[src/rtl/tcc_pkg.sv]
`default_nettype none
package tcc_pkg;

  typedef struct packed {
    logic signed [15:0] accel_x;
    logic signed [15:0] accel_y;
    logic signed [15:0] accel_z;
    logic [15:0]        button_word;
    logic               recalibrate;
  } tcc_in_t;

  typedef struct packed {
    logic [15:0] cursor_x;
    logic [15:0] cursor_y;
    logic        left_click;
    logic        right_press;
    logic        right_release;
  } tcc_out_t;

  localparam int NUM_CFG = 8;
  localparam logic [2:0] CFG_DEADBAND  = 3'd0;
  localparam logic [2:0] CFG_MOVE_THR  = 3'd1;
  localparam logic [2:0] CFG_FAR_X     = 3'd2;
  localparam logic [2:0] CFG_FAR_Y     = 3'd3;
  localparam logic [2:0] CFG_POS_X     = 3'd4;
  localparam logic [2:0] CFG_NEG_X     = 3'd5;
  localparam logic [2:0] CFG_POS_Y     = 3'd6;
  localparam logic [2:0] CFG_NEG_Y     = 3'd7;

  localparam logic [15:0] RECAL_WORD = 16'hFF80;
  localparam logic [16:0] CENTER     = 17'd32768;
  localparam int          TAB_FRAC   = 24;
  localparam int          TAB_LEN    = 24;

  // atan(2^-i) in degrees, 24 fraction bits
  function automatic logic signed [39:0] atan_tab(input logic [4:0] i);
    case (i)
      5'd0:  atan_tab = 40'sd754974720;
      5'd1:  atan_tab = 40'sd445687602;
      5'd2:  atan_tab = 40'sd235489089;
      5'd3:  atan_tab = 40'sd119537938;
      5'd4:  atan_tab = 40'sd60000934;
      5'd5:  atan_tab = 40'sd30029717;
      5'd6:  atan_tab = 40'sd15018523;
      5'd7:  atan_tab = 40'sd7509720;
      5'd8:  atan_tab = 40'sd3754917;
      5'd9:  atan_tab = 40'sd1877466;
      5'd10: atan_tab = 40'sd938734;
      5'd11: atan_tab = 40'sd469367;
      5'd12: atan_tab = 40'sd234684;
      5'd13: atan_tab = 40'sd117342;
      5'd14: atan_tab = 40'sd58671;
      5'd15: atan_tab = 40'sd29335;
      5'd16: atan_tab = 40'sd14668;
      5'd17: atan_tab = 40'sd7334;
      5'd18: atan_tab = 40'sd3667;
      5'd19: atan_tab = 40'sd1833;
      5'd20: atan_tab = 40'sd917;
      5'd21: atan_tab = 40'sd458;
      5'd22: atan_tab = 40'sd229;
      5'd23: atan_tab = 40'sd115;
      default: atan_tab = 40'sd0;
    endcase
  endfunction

  typedef enum logic [3:0] {
    ST_IDLE, ST_SQRT, ST_CRD_P_INIT, ST_CRD_P, ST_CRD_R_INIT, ST_CRD_R,
    ST_DEV, ST_SCALE, ST_MOVE, ST_OUT
  } tcc_state_t;

  typedef struct packed {
    logic load;
    logic sqrt_step;
    logic crd_init_p;
    logic crd_init_r;
    logic crd_step;
    logic fin_p;
    logic fin_r;
    logic dev;
    logic scale;
    logic move;
  } tcc_cmd_t;

  typedef struct packed {
    logic sqrt_done;
    logic crd_done;
  } tcc_sts_t;

endpackage
`default_nettype wire

[src/rtl/tcc_ctrl.sv]
`default_nettype none
module tcc_ctrl import tcc_pkg::*; (
  input  wire logic clk,
  input  wire logic rst_n,
  input  wire logic start,
  input  wire logic out_taken,
  input  tcc_sts_t  sts,
  output tcc_cmd_t  cmd,
  output logic      busy,
  output logic      out_valid
);
  tcc_state_t state_r, state_nxt;

  always_ff @(posedge clk) begin
    if (!rst_n) begin
      state_r <= ST_IDLE;
    end else begin
      state_r <= state_nxt;
    end
  end

  always_comb begin
    state_nxt = state_r;
    cmd = '0;
    busy = 1'b1;
    out_valid = 1'b0;
    unique case (state_r)
      ST_IDLE: begin
        busy = 1'b0;
        if (start) begin
          cmd.load = 1'b1;
          state_nxt = ST_SQRT;
        end
      end
      ST_SQRT: begin
        cmd.sqrt_step = 1'b1;
        if (sts.sqrt_done) state_nxt = ST_CRD_P_INIT;
      end
      ST_CRD_P_INIT: begin
        cmd.crd_init_p = 1'b1;
        state_nxt = ST_CRD_P;
      end
      ST_CRD_P: begin
        if (sts.crd_done) begin
          cmd.fin_p = 1'b1;
          state_nxt = ST_CRD_R_INIT;
        end else begin
          cmd.crd_step = 1'b1;
        end
      end
      ST_CRD_R_INIT: begin
        cmd.crd_init_r = 1'b1;
        state_nxt = ST_CRD_R;
      end
      ST_CRD_R: begin
        if (sts.crd_done) begin
          cmd.fin_r = 1'b1;
          state_nxt = ST_DEV;
        end else begin
          cmd.crd_step = 1'b1;
        end
      end
      ST_DEV: begin
        cmd.dev = 1'b1;
        state_nxt = ST_SCALE;
      end
      ST_SCALE: begin
        cmd.scale = 1'b1;
        state_nxt = ST_MOVE;
      end
      ST_MOVE: begin
        cmd.move = 1'b1;
        state_nxt = ST_OUT;
      end
      ST_OUT: begin
        out_valid = 1'b1;
        if (out_taken) state_nxt = ST_IDLE;
      end
      default: state_nxt = ST_IDLE;
    endcase
  end
endmodule
`default_nettype wire

[config.mk]
export PLATFORM = sky130hd
export DESIGN_NAME = tcc_ctrl
export DESIGN_NICKNAME = d
export VERILOG_FILES = /design/src/rtl/tcc_pkg.sv /design/src/rtl/tcc_ctrl.sv
export SDC_FILE = /design/constraint.sdc
export NUM_CORES = 1
export LEC_CHECK = 0
export BUFFER_PORTS_ARGS = -buffer_cell sky130_fd_sc_hd__clkbuf_2
export CAP_MARGIN = 0
export CORE_AREA = 8 8 45 47
export CTS_CLUSTER_DIAMETER = 60
export DETAILED_ROUTE_END_ITERATION = 16
export DIE_AREA = 0 0 53 55
export PLACE_DENSITY_LB_ADDON = 0.08
export SLEW_MARGIN = 25
export SYNTH_ARGS = -nofsm -noshare
export SYNTH_HDL_FRONTEND = slang
export SYNTH_SLANG_ARGS = --single-unit
[constraint.sdc]
create_clock -name clk -period 1.2 [get_ports clk]
set_input_delay 0.06 -clock clk [delete_from_list [all_inputs] [get_ports clk]]
set_output_delay 0.06 -clock clk [all_outputs]
set_load 0.03 [all_outputs]
==> Word level (Yosys, flattened, before mapping) <==
Cells that the tools add are included.
{ "word_totals": {"output_inout_bits": 12, "latch_bits": 0, "word_cells": 39, "mem_bits_ro": 0, "ram_bits": 0, "in_bits": 6, "register_bits": 4, "n_memories": 0} }
{ "op_classes": {"n_addsub": 0, "n_eq_ne": 14, "div_mod_pow": 0, "bitwise_logic": 0, "muxes": 21, "shift": 0, "n_reduce_logical": 3, "n_mul": 0, "n_lt_le_gt_ge": 0} }
{ "ops": {"columns": ["cell", "count"], "rows": [
  ["$pmux W4 S10", 1],
  ["$mux W4", 5],
  ["$eq A4 B3 Y1 const B", 4],
  ["$mux W1", 15],
  ["$ne A2 B2 Y1 const B", 5],
  ["$eq A4 B2 Y1 const B", 2],
  ["$eq A4 B4 Y1 const B", 2],
  ["$reduce_and A5 Y1", 1],
  ["$eq A4 B1 Y1 const B", 1],
  ["$logic_not A4 Y1", 1],
  ["$reduce_or A2 Y1", 1]
]} }

==> Depth between registers and ports, before layout <==
{ "logic_depth": {"word_depth": 3, "mapped_depth": 4, "mapped_depth_nobuf": 3} }

==> Worst setup path before layout <==
No wires, ideal clock.
{ "synth_path": {"kind": "reg-to-output", "start": "reg state_r[1]", "end": "out cmd[5] (netlist bit)", "path_slack_ns": -0.489, "required_ns": 1.140, "stages_incl_launch_ff": 4, "t_arrival_ns": 1.629, "path_cell_list": "dfxtp_1 -> buf_4 -> xnor2_1 -> nor4b_1"} }
{ "synth_lines": {"columns": ["item", "line_no", "source"], "rows": [
  ["start: declaration", "tcc_ctrl.sv:12", "tcc_state_t state_r, state_nxt;"],
  ["start signal: assignment", "tcc_ctrl.sv:18", "state_r <= state_nxt;"],
  ["end: declaration", "tcc_ctrl.sv:8", "output tcc_cmd_t cmd,"]
]} }

==> impl_metrics.ini <==
[clocking]
clock_latency_ns = 0.24
cts_hold_buf = 0
clk_pin_slew_ns = 0.04
cts_tree = built
cts_buffer_depth = 2
htree_levels = 1
numCtsBuffers = 3
root_buffer = clkbuf_4
clock-sinks = 4

[placement]
dp_hpwl_um = 932
dpl_worst_slack_ns = -0.0615
dpl-instance-area_um2 = 547
gp_congestion = 0.738
io_buffers = 17

[grt]
grt_max_degree = 9
grt_usage = 0.109
antenna_found_initial = 0
grt_pass1_vias = 537
grt_pass1_wl_um = 2340
overflow = 0

[synthesis]
synth_top_area_share = 0.211
yosysMostFrequentCell = nor2_1
synth_cells = 49
synthTopCellsByArea = dfxtp_1 21%, buf_4 5.9%, nor2_1 5.9%
ys_seq_area_frac = 0.211
syn-cell-area_um2 = 380
syn-num-nets = 55
yosys_warnings = 0
synth_common_cells = 6 x nor2_1, 5 x nand2_1, 4 x dfxtp_1, 3 x buf_4, 3 x inv_1
synth_seq_cells = 4
synthArstFlopShare = 0
post_synth_num_cell_types = 29
synth_top_area_cell = dfxtp_1
synthFlopType = dfxtp_1
avgSynthCellArea_um2 = 7.76
synth_edf_count = 0

[worst_setup_path]
crit_chain = buf_6, xnor2_4, nor4b_2, buf_4
critPathMaxStageDelay_ns = 0.32
critPathKind = flop to primary output
cp.required_ns = 1.14
worstReg2RegEnd = state_r[1]
rrSetupSlack_ns = -0.06
r2r_cells = 4
cp_max_fo = 4
cpLargestDelayFamily = buffers and inverters
worstSetupStartpointType = flop
cp.buffers_inverters = 2
endpoint_kind = primary output
crit_arrival_ns = 1.24
cp_slowest_cell = dfxtp_2
r2r_start = state_r[1]

[pwr]
power.leakage_nw = 0.369
pwr_density_cell_nw_per_um2 = 1140
finalPower_uw = 1000
peakVddDrop_v = 0.000702

[timing]
fin_crit_ns = 1.30
setup_viol = 14
slew_viol_final = 0
clock.fmax_mhz = 769
slew_headroom = 0.804
rsz0062_at_grt = yes
fin_crit_sh = 1.08
layout_setup_ws_ns = -0.0998
worstMarginPinSlew_ns = 0.294
fin_skew_ns = 0.00421
hold_viol = 0

[detailed_routing]
first_pass_iters = 4
via_per_inst = 4.94
wl_per_cell_um = 14.7
drc = 0
drtIter0Drc = 9
postRouteAntennaNets = 0
routed-via-count = 494
wirelength_um = 1470

[hold_path]
hold_path_depth = 2
hold_path_startpoint = rst_n
holdPathEnd = state_r[3]
hold_class = input pin to flop

[die]
die_height_um = 55
initial_utilization = 0.275
pin_count = 18
die-area_um2 = 2920
core_region_area_um2 = 1380
die_x_um = 53
rows = 14

[finish]
fillers = 115
final_area_um2 = 875
fin_nets = 92
syn_to_final_growth_pct = 130
regMostFlops = state_r
final_layout_size_suffix_gt1_frac = 0.762
largest_reg_flops = 4
diodes = 0
reg_top3 = state_r: 4 flops

[run]
drv_cap = 0

[status]
status = complete, but fails checks
violations = negative setup slack
## power by group
part | internal (mW) | switching, mW
sequential | 0.156 | 0.0254
combinational | 0.341 | 0.308
clock | 0.112 | 0.0574
total | 0.609 | 0.391
## per-layer routing
metal | vias to the layer above | track usage | routed length (um)
met2 | 16 | 0.178 | 715
li1 | 253 | - | -
met1 | 223 | 0.123 | 661
met5 | - | 0 | 0
met4 | 0 | 0.0776 | 10
met3 | 2 | 0.0241 | 79
## layout by cell type (no fill, tap or decap), drive strengths merged
cell / Yosys / layout
o22ai: 1 / 1
nor2b: 1 / 1
nor2: 6 / 6
o21ai: 1 / 1
nand2b: 2 / 2
dfxtp: 4 / 4
buf: 4 / 28
a21oi: 1 / 1
nor3: 3 / 3
and4b: 1 / 1
and3: 2 / 2
o21a: 2 / 2
o221a: 1 / 1
o2111ai: 1 / 1
a221oi: 1 / 1
nor4b: 1 / 1
and4bb: 1 / 1
a2111oi: 1 / 1
nand2: 5 / 5
inv: 3 / 3
clkbuf: 0 / 11
and2: 1 / 1
o31ai: 1 / 1
a222oi: 1 / 1
mux2i: 1 / 1
xnor2: 1 / 1
nor3b: 1 / 1
a22o: 1 / 1
## per-stage QoR
step | util | TNS (ns) | hold WS [ns] | std cells
3_5_place_dp | 0.395 | -0.0949 | 0.347 | 87
6_report | 0.632 | -0.818 | 0.0912 | 100
5_1_grt | 0.632 | -1.56 | 0.0989 | 100
4_1_cts | 0.600 | -1.12 | 0.0941 | 100
3_3_place_gp | 0.395 | -0.0152 | 0.353 | 87
2_1_floorplan | - | -0.0894 | 0.178 | 49
## cell type report
class | count | area, um2 | share of cell area
tap | 16 | 20.0 | 0.0229
sequential | 4 | 87.6 | 0.100
multi-input combinational | 38 | 394 | 0.451
clock buffer | 3 | 22.5 | 0.0258
inverter | 3 | 11.3 | 0.0129
timing repair buffer | 36 | 339 | 0.388
## how the worst max path moves through the flow
stage,startpoint,endpoint,slack (ns),cells after the start
finish,state_r[1],cmd[5],-0.1,4
global route,state_r[2],cmd[5],-0.17,4
CTS,state_r[2],cmd[5],-0.19,4
detailed placement,state_r[0],state_r[0],-0.06,3
global placement,state_r[1],state_r[0],-0.02,4
floorplan,state_r[1],cmd[5],-0.09,3
## logic make-up (layout without fill, tap and decap cells)
| logic type | Yosys count | after routing | synth area share |
|---|---|---|---|
| compound gates | 12 | 12 | 0.266 |
| buf+inv | 7 | 42 | 0.102 |
| simple gates | 24 | 24 | 0.372 |
| mux | 1 | 1 | 0.0263 |
| xor+xnor | 1 | 1 | 0.0230 |
| flops | 4 | 4 | 0.211 |
## what timing repair did
| item | CTS | global route |
|---|---|---|
| resized for setup | 46 | 21 |
| hold endpoints to repair | 0 | 0 |
| pin swaps | 9 | 6 |
| setup buffers | 10 | 0 |
| endpoints found under the setup margin | 14 | 15 |
| gates cloned | 0 | 0 |
No activity file was read; power rests on OpenSTA's default activity.
